## config.mk

```make
export PLATFORM = sky130hd
export DESIGN_NAME = svpd_sector
export DESIGN_NICKNAME = d
export VERILOG_FILES = /design/src/design/svpd_pkg.sv /design/src/design/svpd_sector.sv
export SDC_FILE = /design/constraint.sdc
export NUM_CORES = 1
export LEC_CHECK = 0
export BUFFER_PORTS_ARGS = -buffer_cell sky130_fd_sc_hd__buf_2
export CAP_MARGIN = 15
export CORE_MARGIN = 4
export CORE_UTILIZATION = 40
export CTS_CLUSTER_DIAMETER = 200
export CTS_CLUSTER_SIZE = 14
export DETAILED_ROUTE_END_ITERATION = 16
export GPL_TIMING_DRIVEN = 1
export MAX_ROUTING_LAYER = met4
export PLACE_DENSITY_LB_ADDON = 0.08
export RECOVER_POWER = 25
export SLEW_MARGIN = 10
export SYNTH_ARGS = -nofsm -noshare
export SYNTH_HDL_FRONTEND = slang
export SYNTH_SLANG_ARGS = --single-unit
```

## constraint.sdc

```tcl
create_clock -name aclk -period 1.8 [get_ports aclk]
set_input_delay 0.09 -clock aclk [delete_from_list [all_inputs] [get_ports aclk]]
set_output_delay 0.09 -clock aclk [all_outputs]
set_load 0.1 [all_outputs]
```

## src/design/svpd_pkg.sv

```systemverilog
// ----------------------------------------------------------------------------
// svpd_pkg: shared types and constants for the SVPWM duty pipeline
// Angle and table geometry, fixed-point widths, the sine product table and
// the structs that carry items between pipeline stages.
// ----------------------------------------------------------------------------
package svpd_pkg;

    localparam int ANGLE_BITS           = 16;
    localparam int SINE_TABLE_ADDR_BITS = 10;

    localparam int SINE_IDX_W = SINE_TABLE_ADDR_BITS + 1;
    localparam int SINE_FULL  = 1 << SINE_TABLE_ADDR_BITS;

    // sqrt3 (Q1.15) times sine (Q1.15) fits in 31 bits
    localparam int PROD_W = 31;
    // rounded active voltage in mV
    localparam int D_W    = 16;
    // phase sum in half-millivolts, signed
    localparam int TWICE_W = 19;

    localparam logic [63:0] PI_3_Q30  = 64'd1124419809;
    localparam logic [63:0] SQRT3_Q15 = 64'd56756;
    localparam logic [63:0] ROUND_Q30 = 64'd536870912;

    localparam logic [14:0] BUS_VOLTAGE_RESET = 15'd12000;

    localparam logic [ANGLE_BITS-1:0] ANGLE_HALF    = ANGLE_BITS'(1) << (ANGLE_BITS - 1);
    localparam logic [ANGLE_BITS-1:0] ANGLE_QUARTER = ANGLE_BITS'(1) << (ANGLE_BITS - 2);

    typedef logic [PROD_W-1:0] sine_rom_t [0:SINE_FULL];

    typedef struct packed {
        logic [2:0]            sec;
        logic [SINE_IDX_W-1:0] idx;
        logic [15:0]           mag;
    } sect_item_t;

    typedef struct packed {
        logic [2:0]     sec;
        logic [D_W-1:0] d1;
        logic [D_W-1:0] d2;
    } active_item_t;

    // Bring the 16-bit input angle to the internal angle width (truncating).
    function automatic logic [ANGLE_BITS-1:0] scale_angle(input logic [15:0] a);
        logic [ANGLE_BITS+15:0] wide;
        wide = {{ANGLE_BITS{1'b0}}, a};
        if (ANGLE_BITS >= 16) begin
            wide = wide << (ANGLE_BITS - 16);
        end else begin
            wide = wide >> (16 - ANGLE_BITS);
        end
        return wide[ANGLE_BITS-1:0];
    endfunction

    // Quantize the position within a sector to the table address width.
    function automatic logic [SINE_TABLE_ADDR_BITS-1:0] sector_index(
        input logic [ANGLE_BITS-1:0] u);
        logic [ANGLE_BITS+SINE_TABLE_ADDR_BITS-1:0] wide;
        wide = {{SINE_TABLE_ADDR_BITS{1'b0}}, u};
        if (ANGLE_BITS >= SINE_TABLE_ADDR_BITS) begin
            wide = wide >> (ANGLE_BITS - SINE_TABLE_ADDR_BITS);
        end else begin
            wide = wide << (SINE_TABLE_ADDR_BITS - ANGLE_BITS);
        end
        return wide[SINE_TABLE_ADDR_BITS-1:0];
    endfunction

    // Elaboration-time table: sqrt3 * sin(60deg * k / 2^N), both in Q1.15.
    // Sine comes from a Q30 Taylor series rounded to Q15.
    function automatic sine_rom_t build_sine_prod_rom();
        sine_rom_t   rom;
        logic [63:0] x;
        logic [63:0] x2;
        logic [63:0] t;
        logic [63:0] s;
        for (int k = 0; k <= SINE_FULL; k++) begin
            x  = (64'(k) * PI_3_Q30) >> SINE_TABLE_ADDR_BITS;
            x2 = (x * x) >> 30;
            t  = (64'd1 << 30) - x2 / 64'd110;
            t  = (64'd1 << 30) - ((x2 * t) >> 30) / 64'd72;
            t  = (64'd1 << 30) - ((x2 * t) >> 30) / 64'd42;
            t  = (64'd1 << 30) - ((x2 * t) >> 30) / 64'd20;
            t  = (64'd1 << 30) - ((x2 * t) >> 30) / 64'd6;
            t  = (x * t) >> 30;
            s  = (t + (64'd1 << 14)) >> 15;
            rom[k] = PROD_W'(SQRT3_Q15 * s);
        end
        return rom;
    endfunction

    localparam sine_rom_t SINE_PROD_ROM = build_sine_prod_rom();

endpackage

```

## src/design/svpd_sector.sv

```systemverilog
// ----------------------------------------------------------------------------
// svpd_sector: angle conditioning and sector search stage
// Folds a negative command into a half-turn rotation, adds a quarter turn,
// and splits the angle into sector number and table index.
// ----------------------------------------------------------------------------
module svpd_sector
    import svpd_pkg::*;
(
    input  logic              aclk,
    input  logic              aresetn,
    input  logic              in_valid,
    output logic              in_ready,
    input  logic signed [15:0] uq_voltage_mv,
    input  logic [15:0]       electrical_angle,
    output logic              out_valid,
    input  logic              out_ready,
    output sect_item_t        out_item
);

    logic                    valid_reg;
    sect_item_t              item_reg;
    sect_item_t              item_next;
    logic                    neg;
    logic [ANGLE_BITS-1:0]   ang_c;
    logic [ANGLE_BITS+2:0]   s6;

    always_comb begin
        neg   = uq_voltage_mv[15];
        ang_c = scale_angle(electrical_angle) + (neg ? ANGLE_HALF : '0) + ANGLE_QUARTER;
        s6    = {3'b000, ang_c} * (ANGLE_BITS + 3)'(6);
        item_next.sec = s6[ANGLE_BITS+2:ANGLE_BITS];
        item_next.idx = {1'b0, sector_index(s6[ANGLE_BITS-1:0])};
        // two's complement magnitude; the most negative command gives 0x8000
        item_next.mag = neg ? (~uq_voltage_mv + 16'd1) : uq_voltage_mv;
    end

    assign in_ready  = !valid_reg || out_ready;
    assign out_valid = valid_reg;
    assign out_item  = item_reg;

    always_ff @(posedge aclk) begin
        if (!aresetn) begin
            valid_reg <= 1'b0;
        end else if (in_ready) begin
            valid_reg <= in_valid;
        end
    end

    always_ff @(posedge aclk) begin
        if (in_ready && in_valid) begin
            item_reg <= item_next;
        end
    end

endmodule

```

==> results.toml <==
[clock_tree]
clk_latency_ns = 0.27
post-cts-setup-buffer-count = 0
cts-root-buf = "clkbuf_8"
clkSlewWorstSetupHoldPaths_ns = 0.06
cts_tree = "yes"
cts_buffers = 5
clock-sinks = 30
htree_levels = 2
holdBufCountCts = 0
cts_resized = 0
cts.path.max_buffers = 2

[detailed_routing]
wl_met1_um = 1803
firstDrtPassIters = 4
viasPerCell = 4.850
top_layer_used = "met4"
route.met3.wl_um = 197
wl_per_cell_um = 12.14
vias = 1649
wl_met2_um = 2063
drt-initial-drc-count = 26
ant_nets = 0
drc = 0
routed_wl_um = 4128

[floorplanning]
die_x_um = 77.81
dieHeight_um = 77.81
rows = 25
start_util_pct = 41.27
pin_count = 68
fp.dieArea_um2 = 6054
core_region_area_um2 = 4723

[timing]
relSlewSlack_pct = 22.84
final.min_clock_period_ns = 1.663
hold_viol_final = 0
rsz0062_at_grt = "false"
setup_viol = 0
max_freq_ghz = 0.6012
finalCritPeriodShare_pct = 92.41
fin_setup_tns_ns = 0
slew_violations = 0
clock_skew_ns = 0.002578
worst_pin_slew_ns = 1.162

[synthesis]
avgSynthCellArea_um2 = 10.95
synth_cell_type_count = 47
synth_edf_count = 29
synth_top_area_share_pct = 44.67
yosys.area.top_type = "edfxtp_1"
async_flop_share_pct = 0
yosys_register_bits = 30
syn_area_um2 = 1949
syn_inst = 178
synthTopCellsByCount = "edfxtp_1 (29), xnor2_1 (22), ha_1 (16)"
ys_seq_area_share_pct = 45.70
yosysWarnings = 0
synthTopCellsByArea = "edfxtp_1 (45%), ha_1 (10%), xnor2_1 (9.9%)"
synth.most_common_cell = "edfxtp_1"
syn_nets = 230
synth-main-ff-cell = "edfxtp_1"

[finish]
syn_to_final_growth_pct = 34.21
fill_cells = 420
diodes = 0
layout.cells.non_filler = 340
nets = 324
drive_above_1_share_pct = 38.46

[worst_hold_path]
worstHoldPathType = "input pin to flop"

[critical_path]
crit_fanout = 5
worst_ep_required_time_ns = 1.80
reg2reg_slack_ns = 0.36
cp.arrival_ns = 1.66
slowest_delay_ns = 0.42
rr_worst_depth = 3
cpMaxStageDelayCell = "a2111oi_0"
crit_start = "electrical_angle[6]"
worstSetupStartpointType = "input pin"
critical_path.cell_chain = "buf_2 -> ha_1 -> a21oi_1 -> o21ai_0 -> a31o_2 -> a2111oi_0 -> a211oi_1"
crit_type = "input pin to flop"
critPathCapture = "out_item[23]$_DFFE_PP_"
r2r_end = "out_item[4]$_DFFE_PP_"
reg2reg_from = "out_valid$_SDFFE_PN0N_"
end_kind = "flop"

[pwr]
cellLeakagePower_nw = 1.124
p_per_area_nw_per_um2 = 922.1
finalPower_mw = 2.412
vdd_drop_max_mv = 0.3199

[place]
place.gp.congestion = 0.8325
io_buffers = 66
dp_cells = 332
dpl.hpwl_um = 3451

[global_route]
grt_pass1_wl_um = 7031
grt_overflow_total = 0
antenna_found_initial = 0
grt_usage_pct = 15.02
grt_max_degree = 16
grt_pass1_vias = 1628

[outcome]
status = "complete, no violations"

[flow_run]
maxCapViolCount = 0
[placed cells by master (no fill, tap or decap), types with 2 or more instances in the layout]
master / instances
nor2_1: 4
clkbuf_1: 5
buf_4: 26
o21ai_0: 7
o31ai_1: 6
nand3_1: 5
a2111oi_0: 2
inv_1: 10
nand2_1: 12
nor3_1: 2
a21oi_1: 10
xnor2_1: 22
a31oi_1: 3
or3_4: 2
edfxtp_1: 29
a21o_1: 3
xor2_1: 2
o22ai_1: 2
nand4_1: 4
clkinv_1: 3
buf_2: 63
nand2b_1: 3
ha_1: 16
clkbuf_8: 5
[sequential cells by signal, indices dropped and copies added, names as in the netlist]
name / cells
out_valid: 1
out_item: 29
[how the worst min path moves through the flow]
stage | from | cells past startpoint | end
2_1_floorplan | uq_voltage_mv[0] | 0 | out_item[0]$_DFFE_PP_
3_3_place_gp | uq_voltage_mv[0] | 1 | out_item[0]$_DFFE_PP_
3_5_place_dp | uq_voltage_mv[0] | 1 | out_item[0]$_DFFE_PP_
4_1_cts | uq_voltage_mv[0] | 1 | out_item[0]$_DFFE_PP_
5_1_grt | aresetn | 2 | out_valid$_SDFFE_PN0N_
6_report | aresetn | 2 | out_valid$_SDFFE_PN0N_
[through the flow]
stage / hold slack, ns / utilization [%] / cell area (um2) / setup slack, ns
global route: 0.06022 / 55.39 / 2616 / 0.006559
detailed placement: 0.3110 / 54.07 / 2554 / -0.1083
floorplan: 0.1889 / - / 1959 / 0.002351
CTS: 0.02539 / 55.76 / 2634 / 0.1703
finish: 0.07188 / 55.39 / 2616 / 0.1366
global placement: 0.3060 / 54.07 / 2554 / -0.08790
[routing by layer]
| metal | vias up | GRT usage, % |
|---|---|---|
| li1 | 860 | - |
| met4 | 0 | 6.584 |
| met5 | - | - |
| met2 | 42 | 25.86 |
| met3 | 4 | 3.132 |
| met1 | 743 | 16.73 |
[worst max-delay path: cells and delay by family]
family,cells,cell delay [ns]
AOI/OAI and AO/OA,5,1.12
adders and majority gates,1,0.34
buffers and inverters,1,0.11
[power breakdown]
group | internal, mW | switching [mW] | total [mW]
clock | 0.257 | 0.213 | 0.470
sequential | 0.865 | 0.0147 | 0.880
combinational | 0.284 | 0.778 | 1.06
total | 1.41 | 1.01 | 2.41
[cell families (layout without fill, tap and decap cells)]
group	after synthesis	after routing	synth area share, %
xor gates and xnor gates	24	24	10.78
adders and majority gates	16	16	10.27
other	1	1	0.1924
DFF	30	30	45.70
and+or+nand+nor	40	40	11.62
buffers and inverters	17	112	3.466
AOI/OAI and AO/OA	49	49	17.39
muxes	1	1	0.5776
[final cells by class]
| class | count | area, um2 | share of cell area (%) |
|---|---|---|---|
| repair buffers | 94 | 529.3 | 20.23 |
| well taps | 67 | 83.83 | 3.204 |
| clock buffers | 5 | 68.82 | 2.630 |
| clock inverters | 3 | 11.26 | 0.4304 |
| flip-flops and latches | 30 | 890.9 | 34.05 |
| inverters | 10 | 37.54 | 1.435 |
| multi-input cells | 131 | 994.7 | 38.02 |
Note: power is estimated with default switching activity, not from simulation.
