### config.mk
export PLATFORM = sky130hd
export DESIGN_NAME = svpd_phase
export DESIGN_NICKNAME = d
export VERILOG_FILES = /design/src/design/svpd_pkg.sv /design/src/design/svpd_phase.sv
export SDC_FILE = /design/constraint.sdc
export NUM_CORES = 1
export LEC_CHECK = 0
export ABC_AREA = 1
export BUFFER_PORTS_ARGS = -buffer_cell sky130_fd_sc_hd__buf_2
export CAP_MARGIN = 20
export CORE_ASPECT_RATIO = 1.4
export CORE_MARGIN = 2
export CORE_UTILIZATION = 55
export DETAILED_ROUTE_END_ITERATION = 8
export PLACE_DENSITY = 0.77
export SYNTH_ARGS = -nofsm -noshare
export SYNTH_HDL_FRONTEND = slang
export SYNTH_SLANG_ARGS = --single-unit
### constraint.sdc
create_clock -name aclk -period 6.68 [get_ports aclk]
set_input_delay 1.336 -clock aclk [delete_from_list [all_inputs] [get_ports aclk]]
set_output_delay 1.336 -clock aclk [all_outputs]
set_load 0.02 [all_outputs]
### src/design/svpd_pkg.sv
// ----------------------------------------------------------------------------
// svpd_pkg: shared types and constants for the SVPWM duty pipeline
// Angle and table geometry, fixed-point widths, the sine product table and
// the structs that carry items between pipeline stages.
// ----------------------------------------------------------------------------
package svpd_pkg;

    localparam int ANGLE_BITS           = 16;
    localparam int SINE_TABLE_ADDR_BITS = 10;

    localparam int SINE_IDX_W = SINE_TABLE_ADDR_BITS + 1;
    localparam int SINE_FULL  = 1 << SINE_TABLE_ADDR_BITS;

    // sqrt3 (Q1.15) times sine (Q1.15) fits in 31 bits
    localparam int PROD_W = 31;
    // rounded active voltage in mV
    localparam int D_W    = 16;
    // phase sum in half-millivolts, signed
    localparam int TWICE_W = 19;

    localparam logic [63:0] PI_3_Q30  = 64'd1124419809;
    localparam logic [63:0] SQRT3_Q15 = 64'd56756;
    localparam logic [63:0] ROUND_Q30 = 64'd536870912;

    localparam logic [14:0] BUS_VOLTAGE_RESET = 15'd12000;

    localparam logic [ANGLE_BITS-1:0] ANGLE_HALF    = ANGLE_BITS'(1) << (ANGLE_BITS - 1);
    localparam logic [ANGLE_BITS-1:0] ANGLE_QUARTER = ANGLE_BITS'(1) << (ANGLE_BITS - 2);

    typedef logic [PROD_W-1:0] sine_rom_t [0:SINE_FULL];

    typedef struct packed {
        logic [2:0]            sec;
        logic [SINE_IDX_W-1:0] idx;
        logic [15:0]           mag;
    } sect_item_t;

    typedef struct packed {
        logic [2:0]     sec;
        logic [D_W-1:0] d1;
        logic [D_W-1:0] d2;
    } active_item_t;

    // Bring the 16-bit input angle to the internal angle width (truncating).
    function automatic logic [ANGLE_BITS-1:0] scale_angle(input logic [15:0] a);
        logic [ANGLE_BITS+15:0] wide;
        wide = {{ANGLE_BITS{1'b0}}, a};
        if (ANGLE_BITS >= 16) begin
            wide = wide << (ANGLE_BITS - 16);
        end else begin
            wide = wide >> (16 - ANGLE_BITS);
        end
        return wide[ANGLE_BITS-1:0];
    endfunction

    // Quantize the position within a sector to the table address width.
    function automatic logic [SINE_TABLE_ADDR_BITS-1:0] sector_index(
        input logic [ANGLE_BITS-1:0] u);
        logic [ANGLE_BITS+SINE_TABLE_ADDR_BITS-1:0] wide;
        wide = {{SINE_TABLE_ADDR_BITS{1'b0}}, u};
        if (ANGLE_BITS >= SINE_TABLE_ADDR_BITS) begin
            wide = wide >> (ANGLE_BITS - SINE_TABLE_ADDR_BITS);
        end else begin
            wide = wide << (SINE_TABLE_ADDR_BITS - ANGLE_BITS);
        end
        return wide[SINE_TABLE_ADDR_BITS-1:0];
    endfunction

    // Elaboration-time table: sqrt3 * sin(60deg * k / 2^N), both in Q1.15.
    // Sine comes from a Q30 Taylor series rounded to Q15.
    function automatic sine_rom_t build_sine_prod_rom();
        sine_rom_t   rom;
        logic [63:0] x;
        logic [63:0] x2;
        logic [63:0] t;
        logic [63:0] s;
        for (int k = 0; k <= SINE_FULL; k++) begin
            x  = (64'(k) * PI_3_Q30) >> SINE_TABLE_ADDR_BITS;
            x2 = (x * x) >> 30;
            t  = (64'd1 << 30) - x2 / 64'd110;
            t  = (64'd1 << 30) - ((x2 * t) >> 30) / 64'd72;
            t  = (64'd1 << 30) - ((x2 * t) >> 30) / 64'd42;
            t  = (64'd1 << 30) - ((x2 * t) >> 30) / 64'd20;
            t  = (64'd1 << 30) - ((x2 * t) >> 30) / 64'd6;
            t  = (x * t) >> 30;
            s  = (t + (64'd1 << 14)) >> 15;
            rom[k] = PROD_W'(SQRT3_Q15 * s);
        end
        return rom;
    endfunction

    localparam sine_rom_t SINE_PROD_ROM = build_sine_prod_rom();

endpackage

### src/design/svpd_phase.sv
// ----------------------------------------------------------------------------
// svpd_phase: phase voltage combine, clamp and output register
// Forms center-aligned phase sums in half-millivolts per sector, halves
// with rounding and clamps to the range from zero to the bus voltage.
// ----------------------------------------------------------------------------
module svpd_phase
    import svpd_pkg::*;
(
    input  logic         aclk,
    input  logic         aresetn,
    input  logic [14:0]  bus_voltage_mv,
    input  logic         in_valid,
    output logic         in_ready,
    input  active_item_t in_item,
    output logic         out_valid,
    input  logic         out_ready,
    output logic [14:0]  phase_a_mv,
    output logic [14:0]  phase_b_mv,
    output logic [14:0]  phase_c_mv,
    output logic [2:0]   sector
);

    logic                      valid_reg;
    logic [14:0]               pa_reg;
    logic [14:0]               pb_reg;
    logic [14:0]               pc_reg;
    logic [2:0]                sec_reg;
    logic signed [TWICE_W-1:0] vb;
    logic signed [TWICE_W-1:0] d1;
    logic signed [TWICE_W-1:0] d2;
    logic signed [TWICE_W-1:0] a2;
    logic signed [TWICE_W-1:0] b2;
    logic signed [TWICE_W-1:0] c2;

    function automatic logic [14:0] clamp_phase(input logic signed [TWICE_W-1:0] twice,
                                                input logic [14:0] vbus);
        logic [TWICE_W-1:0] half;
        logic [14:0]        res;
        half = TWICE_W'(twice + TWICE_W'(1)) >> 1;
        if (twice <= 0) begin
            res = '0;
        end else if (half > TWICE_W'(vbus)) begin
            res = vbus;
        end else begin
            res = half[14:0];
        end
        return res;
    endfunction

    always_comb begin
        vb = TWICE_W'(bus_voltage_mv);
        d1 = TWICE_W'(in_item.d1);
        d2 = TWICE_W'(in_item.d2);
        unique case (in_item.sec)
            3'd0: begin
                a2 = vb + d1 + d2; b2 = vb - d1 + d2; c2 = vb - d1 - d2;
            end
            3'd1: begin
                a2 = vb + d1 - d2; b2 = vb + d1 + d2; c2 = vb - d1 - d2;
            end
            3'd2: begin
                a2 = vb - d1 - d2; b2 = vb + d1 + d2; c2 = vb - d1 + d2;
            end
            3'd3: begin
                a2 = vb - d1 - d2; b2 = vb + d1 - d2; c2 = vb + d1 + d2;
            end
            3'd4: begin
                a2 = vb - d1 + d2; b2 = vb - d1 - d2; c2 = vb + d1 + d2;
            end
            default: begin
                a2 = vb + d1 + d2; b2 = vb - d1 - d2; c2 = vb + d1 - d2;
            end
        endcase
    end

    assign in_ready = !valid_reg || out_ready;

    always_ff @(posedge aclk) begin
        if (!aresetn) begin
            valid_reg <= 1'b0;
        end else if (in_ready) begin
            valid_reg <= in_valid;
        end
    end

    always_ff @(posedge aclk) begin
        if (in_ready && in_valid) begin
            pa_reg  <= clamp_phase(a2, bus_voltage_mv);
            pb_reg  <= clamp_phase(b2, bus_voltage_mv);
            pc_reg  <= clamp_phase(c2, bus_voltage_mv);
            sec_reg <= in_item.sec + 3'd1;
        end
    end

    assign out_valid  = valid_reg;
    assign phase_a_mv = pa_reg;
    assign phase_b_mv = pb_reg;
    assign phase_c_mv = pc_reg;
    assign sector     = sec_reg;

endmodule

==> impl_metrics.env, run 1 <==
export IMPL_outcome="aborted with a tool error"
export IMPL_lastStage="global routing (5_1_grt)"
export IMPL_stop_error="[ERROR GRT-0232] Routing congestion too high. Check the congestion heatmap in the GUI."
export IMPL_rows=65
export IMPL_cts_path_max_buffers=2
export IMPL_die_h_um=184
export IMPL_clockRootBuffer="clkbuf_16"
export IMPL_io_buffers=103
export IMPL_synth_nets=2408
export IMPL_hpwlAfterDp_um=46900
export IMPL_start_util_pct=56.2
export IMPL_synth_edf_count=48
export IMPL_dpl_cell_area_um2=17100
export IMPL_hold_buffers=0
export IMPL_cts_buffers=5
export IMPL_die_x_um=132
export IMPL_syn_area_per_cell_um2=5.78
export IMPL_endpoint_type="register input"
export IMPL_gp_congestion=1.08
export IMPL_clock_sinks=49
export IMPL_overflow=103
export IMPL_synth_seq_area_share_pct=11.5
export IMPL_syn_area_um2=12700
export IMPL_htreeDepth=2
export IMPL_ys_dominant_reg_cell="edfxtp_1"
export IMPL_grt_worst_endpoint="phase_c_mv[1]$_SDFFCE_PP0P_/D"
export IMPL_async_flop_share_pct=0
export IMPL_grt_max_degree=49
export IMPL_preCtsSetupSlack_ns=-1.37
export IMPL_synth_distinct_cells=57
export IMPL_grt_usage_pct=75.1
export IMPL_netlist_instances=2196
export IMPL_num_io_pins=104
export IMPL_ys_ff_latch=49
export IMPL_yosys_warnings=0
[cells in the mapped netlist, types with 3 or more instances]
cell type | instances | share of area [%]
buf_4 | 7 | 0.41
inv_2 | 13 | 0.38
nand3_1 | 228 | 9.0
o21bai_1 | 17 | 1.0
a211oi_1 | 4 | 0.24
buf_2 | 36 | 1.4
nand2_2 | 10 | 0.49
xnor2_1 | 7 | 0.48
nand2_1 | 618 | 18
nand3_2 | 8 | 0.63
clkbuf_1 | 7 | 0.21
nor2_4 | 6 | 0.53
a21boi_0 | 3 | 0.18
inv_1 | 368 | 11
nor3_1 | 22 | 0.87
o21ai_0 | 37 | 1.5
o22ai_1 | 4 | 0.20
nor2_1 | 257 | 7.6
nor4_1 | 10 | 0.49
clkinv_1 | 3 | 0.089
a31oi_1 | 5 | 0.25
a21oi_1 | 104 | 4.1
nand2_4 | 6 | 0.53
xor2_1 | 64 | 4.4
nor3_2 | 3 | 0.24
fa_1 | 6 | 0.95
a21o_1 | 3 | 0.18
and2_1 | 12 | 0.59
o21ai_1 | 8 | 0.32
edfxtp_1 | 48 | 11
nand3b_1 | 9 | 0.53
ha_1 | 152 | 15
buf_6 | 8 | 0.71
nand4_1 | 57 | 2.8
nor2_2 | 14 | 0.69
[routing by layer]
layer  global-route usage [%]  GRT overflow
met4                     78.8            37
met1                     72.5             5
met5                     20.6             1
met3                     57.1             9
met2                     95.5            51
[timing repair]
| action | 4_1_cts |
|---|---|
| resized for setup | 196 |
| setup buffers | 51 |
| pin swaps | 82 |
| gates cloned | 2 |
| endpoints found under the setup margin | 45 |
[cells by family after synthesis]
logic type	count (synthesis)	share of synthesized area (%)
compound gates	200	8.98
xor+xnor	72	5.02
fa+ha+maj	158	15.9
simple gates	1270	44.2
flops	49	11.5
buf+inv	447	14.3
[per-stage QoR]
stage,hold slack (ns),instances
3_5_place_dp,0.559,3038
2_1_floorplan,0.729,2196
3_3_place_gp,0.530,3038
4_1_cts,0.572,3098
==> run 2, diff against run 1 <==
--- a/config.mk
+++ b/config.mk
@@ -8,11 +8,10 @@
 export ABC_AREA = 1
 export BUFFER_PORTS_ARGS = -buffer_cell sky130_fd_sc_hd__buf_2
 export CAP_MARGIN = 20
-export CORE_ASPECT_RATIO = 1.4
 export CORE_MARGIN = 2
-export CORE_UTILIZATION = 55
+export CORE_UTILIZATION = 40
 export DETAILED_ROUTE_END_ITERATION = 8
-export PLACE_DENSITY = 0.77
+export PLACE_DENSITY_LB_ADDON = 0.15
 export SYNTH_ARGS = -nofsm -noshare
 export SYNTH_HDL_FRONTEND = slang
 export SYNTH_SLANG_ARGS = --single-unit
==> constraint.sdc (replaced) <==
create_clock -name aclk -period 8.7 [get_ports aclk]
set_input_delay 1.74 -clock aclk [delete_from_list [all_inputs] [get_ports aclk]]
set_output_delay 1.74 -clock aclk [all_outputs]
set_load 0.02 [all_outputs]
==> impl_metrics.env, run 2 <==
export IMPL_outcome="finished, final reports clean"
export IMPL_crit_buf_inv=4
export IMPL_whs_ns=0.563
export IMPL_grt_pass1_wl_um=81000
export IMPL_arrival_ns=8.27
export IMPL_combPwrFrac_pct=81.8
export IMPL_first_iter_violations=1377
export IMPL_rsz0062_at_grt="false"
export IMPL_synth_area_leaders="nand2_1 (18%), ha_1 (15%), edfxtp_1 (11%)"
export IMPL_p_leak_uw=0.00772
export IMPL_cp_depth=39
export IMPL_path_clk_slew_ns=0.08
export IMPL_crit_fanout=12
export IMPL_cp_common_cell="nand2_1"
export IMPL_first_pass_iters=9
export IMPL_p_per_area_nw_per_um2=207
export IMPL_ff2ff_setup_slack_ns=7.29
export IMPL_wl_per_cell_um=20.1
export IMPL_synth_distinct_cells=57
export IMPL_nNetsFinal=2510
export IMPL_swShare_pct=60.8
export IMPL_end_kind="register"
export IMPL_antenna_found_initial=1
export IMPL_io_buffers=103
export IMPL_p_clk_share_pct=7.2
export IMPL_start_util_pct=40.5
export IMPL_max_slew_worst_pin_slew_ns=0.717
export IMPL_hold_depth=2
export IMPL_criticalPathCategory="in -> reg"
export IMPL_drc=0
export IMPL_seq_power_share_pct=11.1
export IMPL_syn_area_per_cell_um2=5.78
export IMPL_final_common_cell="nand2_1"
export IMPL_fmax_mhz=122
export IMPL_viasPerCell=5.45
export IMPL_ir_worst_vdd_mv=0.0875
export IMPL_num_io_pins=104
export IMPL_seq_area_um2=1460
export IMPL_grt_pass1_vias=13900
export IMPL_fin_crit_ns=8.20
export IMPL_insertedDiodeCount=0
export IMPL_die_area_um2=33200
export IMPL_synth_most_common_cell="nand2_1"
export IMPL_cp_slowest_cell="or4_1"
export IMPL_die_x_um=182
export IMPL_startpoint_type="input port"
export IMPL_endpoint="phase_c_mv[2]"
export IMPL_drt_antenna_violating_nets=0
export IMPL_synth_nets=2408
export IMPL_required_ns=8.77
export IMPL_fin_tns_setup_ns=0
export IMPL_cap_violations=0
export IMPL_timing_rr_start="out_valid"
export IMPL_setup_viol=0
export IMPL_ys_dominant_reg_cell="edfxtp_1"
export IMPL_power_internal_uw=1130
export IMPL_cpLargestDelayFamily="simple AND/OR/NAND/NOR gates"
export IMPL_synth_edf_count=48
export IMPL_drt_wl_total_um=54200
export IMPL_num_vias=14700
export IMPL_slew_viol_final=0
export IMPL_insertion_delay_ns=0.31
export IMPL_die_h_um=182
export IMPL_max_slew_margin_rel_pct=52.2
export IMPL_cts_path_max_buffers=2
export IMPL_gp_congestion=1.08
export IMPL_fillCellCount=3524
export IMPL_cts_buffers=5
export IMPL_p_switching_uw=1750
export IMPL_reg2reg_to="phase_a_mv[10]"
export IMPL_clockRootBuffer="clkbuf_16"
export IMPL_placeableCoreArea_um2=31400
export IMPL_async_flop_share_pct=0
export IMPL_ys_ff_latch=49
export IMPL_rows=65
export IMPL_hold_buffers=0
export IMPL_mostFrequentLayoutCells="nand2_1 (618), inv_1 (368), nor2_1 (257)"
export IMPL_ys_top_cells_by_count="nand2_1 (618), inv_1 (368), nor2_1 (257)"
export IMPL_p_total_uw=2880
export IMPL_clock_sinks=49
export IMPL_hp_class="reg -> reg"
export IMPL_critPathMaxStageDelay_ns=0.41
export IMPL_hold_viol=0
export IMPL_fin_skew_ns=0.0132
export IMPL_synth_seq_area_share_pct=11.5
export IMPL_cts_tree="built"
export IMPL_critPathLaunch="bus_voltage_mv[2]"
export IMPL_min_from="out_valid"
export IMPL_grt_usage_pct=32.2
export IMPL_yosys_warnings=0
export IMPL_synth_top_cell_by_area="nand2_1"
export IMPL_yosysTopAreaCellShare_pct=18.3
export IMPL_grt_max_degree=49
export IMPL_multi_input_area_um2=9460
export IMPL_syn_area_um2=12700
export IMPL_netlist_instances=2196
export IMPL_r2r_cells=2
export IMPL_area_growth_pct=9.89
export IMPL_hpwlAfterDp_um=46300
export IMPL_drive_above_1_share_pct=10.6
export IMPL_htreeDepth=2
export IMPL_overflow=0
export IMPL_finalCritPeriodShare_pct=94.2
[run 2: cell type report]
class | instances | share of cell area (%)
clock buffer | 5 | 0.896
clock inverter | 3 | 0.179
inverter | 387 | 10.5
multi-input combinational | 1701 | 67.8
sequential | 49 | 10.5
tap | 402 | 3.60
timing repair buffer | 154 | 6.62
[run 2: worst min-delay path by stage]
stage | endpoint | slack [ns]
final | out_valid | 0.56
after global routing | out_valid | 0.60
after CTS | out_valid | 0.56
after detailed placement | out_valid | 0.54
after global placement | out_valid | 0.53
after floorplan | out_valid | 0.73
[run 2: per-layer routing]
| layer | up-vias | GRT usage (%) | share of wire, % |
|---|---|---|---|
| met1 | 6799 | 40.8 | 42 |
| met4 | 0 | 16.8 | 5.8 |
| met3 | 109 | 3.55 | 7.5 |
| met5 | - | 0 | 0 |
| met2 | 635 | 54.1 | 45 |
| li1 | 7185 | - | - |
[run 2: cell families after synthesis]
| kind of cell | synth area share (%) |
|---|---|
| and+or+nand+nor | 44.2 |
| buffers and inverters | 14.3 |
| AOI/OAI and AO/OA | 8.98 |
| adders and majority gates | 15.9 |
| xor gates and xnor gates | 5.02 |
| DFF | 11.5 |
[run 2: power by group through the flow]
stage	clock network [µW]	logic, µW	registers (µW)
2_1_floorplan	0	1480	370
4_1_cts	208	2300	319
3_5_place_dp	0	2290	325
6_report	206	2360	319
3_3_place_gp	0	2280	324
5_1_grt	215	2580	322
[run 2: timing repair]
action | CTS | global route
endpoints found under the setup margin | 0 | 35
setup buffers | 0 | 0
resized for setup | 0 | 4
[run 2: worst reg2reg max path, cell delays in order (launching register included)]
cell     delay, ns
dfxtp_1       0.35
a21oi_4       0.14
buf_4         0.53
[run 2: stage by stage]
stage          utilization (%)  instances  instance area, µm²  worst slack [ns]
2_1_floorplan                -       2196               12700              1.45
3_3_place_gp              43.9       2692               13800             0.166
3_5_place_dp              43.9       2692               13800             0.123
4_1_cts                   44.4       2700               13900             0.413
5_1_grt                   44.5       2701               14000            0.0162
6_report                  44.5       2701               14000             0.505
No activity file was read; power rests on OpenSTA's default activity.
==> run 3, diff against run 2 <==
--- a/config.mk
+++ b/config.mk
@@ -5,12 +5,12 @@
 export SDC_FILE = /design/constraint.sdc
 export NUM_CORES = 1
 export LEC_CHECK = 0
-export ABC_AREA = 1
 export BUFFER_PORTS_ARGS = -buffer_cell sky130_fd_sc_hd__buf_2
 export CAP_MARGIN = 20
 export CORE_MARGIN = 2
 export CORE_UTILIZATION = 40
 export DETAILED_ROUTE_END_ITERATION = 8
+export MAX_ROUTING_LAYER = met4
 export PLACE_DENSITY_LB_ADDON = 0.15
 export SYNTH_ARGS = -nofsm -noshare
 export SYNTH_HDL_FRONTEND = slang
==> impl_metrics.env, run 3 <==
export IMPL_outcome="finished, final reports clean"
export IMPL_async_flop_share_pct=0
export IMPL_num_vias=14400
export IMPL_required_ns=8.75
export IMPL_criticalPathCategory="in -> reg"
export IMPL_startpoint_type="input port"
export IMPL_timing_rr_start="out_valid"
export IMPL_synth_top_family_by_area="compound AO/OA/AOI/OAI gates"
export IMPL_setup_viol=0
export IMPL_synth_edf_count=48
export IMPL_endpoint="phase_b_mv[6]"
export IMPL_grt_pass1_wl_um=79200
export IMPL_synthSimpleGateAreaFrac_pct=22.8
export IMPL_synth_compound_gate_area_share_pct=30.0
export IMPL_drive_above_1_share_pct=37.8
export IMPL_hpwlAfterDp_um=43300
export IMPL_yosys_warnings=0
export IMPL_postLayoutCoreUtil_pct=59.6
export IMPL_mostFrequentLayoutCells="buf_4 (457), nor2_1 (142), ha_1 (137)"
export IMPL_finalCritPeriodShare_pct=98.0
export IMPL_clockRootBuffer="clkbuf_16"
export IMPL_overflow=0
export IMPL_slew_viol_final=0
export IMPL_path_clk_slew_ns=0.07
export IMPL_area_growth_pct=46.2
export IMPL_synth_seq_area_share_pct=12.4
export IMPL_drt_wl_total_um=53500
export IMPL_syn_area_um2=11800
export IMPL_ys_dominant_reg_cell="edfxtp_1"
export IMPL_gp_congestion=1.02
export IMPL_insertedDiodeCount=0
export IMPL_synthXorXnorAreaFrac_pct=6.92
export IMPL_whs_ns=0.520
export IMPL_cts_buffers=5
export IMPL_die_x_um=175
export IMPL_cts_path_max_buffers=2
export IMPL_ys_top_cells_by_count="ha_1 (152), nor2_1 (149), inv_1 (119)"
export IMPL_reg2reg_to="phase_a_mv[2]"
export IMPL_synth_distinct_cells=104
export IMPL_num_io_pins=104
export IMPL_cpLargestDelayFamily="compound AO/OA/AOI/OAI gates"
export IMPL_cts_tree="built"
export IMPL_synthMuxAreaShare_pct=3.89
export IMPL_nNetsFinal=2252
export IMPL_rows=62
export IMPL_cp_depth=37
export IMPL_yosys_area_share_adder_pct=17.2
export IMPL_insertion_delay_ns=0.30
export IMPL_critPathMaxStageDelay_ns=0.50
export IMPL_clock_sinks=49
export IMPL_hold_buffers=0
export IMPL_p_total_uw=3720
export IMPL_drc=0
export IMPL_yosysTopAreaCellShare_pct=16.2
export IMPL_drt_antenna_violating_nets=0
export IMPL_r2r_cells=3
export IMPL_fmax_mhz=117
export IMPL_io_buffers=103
export IMPL_viasPerCell=5.94
export IMPL_wl_per_cell_um=22.1
export IMPL_fin_crit_ns=8.53
export IMPL_cap_violations=0
export IMPL_synth_nets=1751
export IMPL_cp_slowest_cell="or4_1"
export IMPL_placeableCoreArea_um2=28900
export IMPL_synth_most_common_cell="ha_1"
export IMPL_crit_buf_inv=7
export IMPL_grt_usage_pct=34.3
export IMPL_crit_fanout=7
export IMPL_ys_ff_latch=49
export IMPL_ff2ff_setup_slack_ns=7.37
export IMPL_arrival_ns=8.57
export IMPL_final_common_cell="buf_4"
export IMPL_critPathLaunch="in_item[17]"
export IMPL_end_kind="register"
export IMPL_max_slew_margin_rel_pct=20.5
export IMPL_synth_area_leaders="ha_1 (16%), edfxtp_1 (12%), nor2_1 (4.8%)"
export IMPL_p_leak_uw=0.00796
export IMPL_max_slew_worst_pin_slew_ns=1.18
export IMPL_hold_viol=0
export IMPL_netlist_instances=1539
export IMPL_die_h_um=175
export IMPL_htreeDepth=2
export IMPL_grt_pass1_vias=13700
export IMPL_fin_skew_ns=0.00762
export IMPL_grt_max_degree=49
export IMPL_post_place_cells=2372
export IMPL_final_cells=2425
export IMPL_die_area_um2=30800
export IMPL_fin_tns_setup_ns=0
export IMPL_p_per_area_nw_per_um2=216
export IMPL_ir_worst_vdd_mv=0.105
export IMPL_start_util_pct=40.8
export IMPL_hp_class="reg -> reg"
export IMPL_antenna_found_initial=0
export IMPL_syn_area_per_cell_um2=7.64
export IMPL_synth_top_cell_by_area="ha_1"
export IMPL_first_pass_iters=7
export IMPL_first_iter_violations=1433
==> run 3: cell count changes after synthesis, moves of 30 or more <==
cell and delta:
mux2i_1 +30, nand2b_1 +30, xnor2_1 +50, nand2_1 -546
inv_1 -249, nand3_1 -188, a21o_1 +35, nor2_1 -108
nor2b_1 +33, clkbuf_1 +48, nand4_1 -35
==> run 3: area by class of cell <==
class	instances	area, µm²
fillers	2714	11700
repair buffers	569	4110
multi-input cells	1294	10500
clock buffers	6	129
well taps	384	480
clock inverters	2	15.0
flip-flops and latches	49	1460
inverters	121	457
==> run 3: cell families (layout without fill, tap and decap cells) <==
group	count (synthesis)	count (layout)
multiplexers	44	44
adder cells (fa/ha/maj)	158	158
AO/OA/AOI/OAI	483	483
AND/OR/NAND/NOR	516	516
XOR/XNOR	93	93
buffers and inverters	196	698
flip-flops	49	49
==> run 3: through the flow <==
stage / setup WS [ns] / instance area [µm²]
floorplan: 0.366 / 11800
global placement: -0.830 / 15600
detailed placement: -0.939 / 15600
CTS: 0.00223 / 16200
global route: -0.127 / 17200
finish: 0.173 / 17200
==> run 3: how the worst min path moves through the flow <==
stage               slack, ns         to  depth (start not counted)  startpoint
detailed placement       0.52  out_valid                          2   out_valid
floorplan                0.75  out_valid                          2   out_valid
CTS                      0.53  out_valid                          2   out_valid
global route             0.55  out_valid                          2   out_valid
finish                   0.52  out_valid                          2   out_valid
global placement         0.50  out_valid                          2   out_valid
==> run 3: tightest hold or removal path: stages (launching register included) <==
cell      delay [ns]
dfxtp_1         0.31
nand2b_1        0.09
a21boi_0        0.08
==> run 3: what timing repair did <==
item	in CTS	in global routing
resized for setup	50	164
buffers inserted	20	26
pin swaps	17	82
gates cloned	1	1
endpoints found under the setup margin	45	45
==> run 3: where the power goes <==
part | internal, µW | switching [µW]
clock | 107 | 90.3
combinational | 1490 | 1700
sequential | 315 | 9.55
==> run 3: routing by layer <==
| metal | wire length [µm] | vias up | global-route usage (%) |
|---|---|---|---|
| met5 | 0 | - | - |
| met4 | 2420 | 0 | 14.1 |
| met3 | 4070 | 121 | 3.85 |
| met2 | 24000 | 668 | 54.5 |
| met1 | 23000 | 6854 | 44.6 |
| li1 | - | 6771 | - |
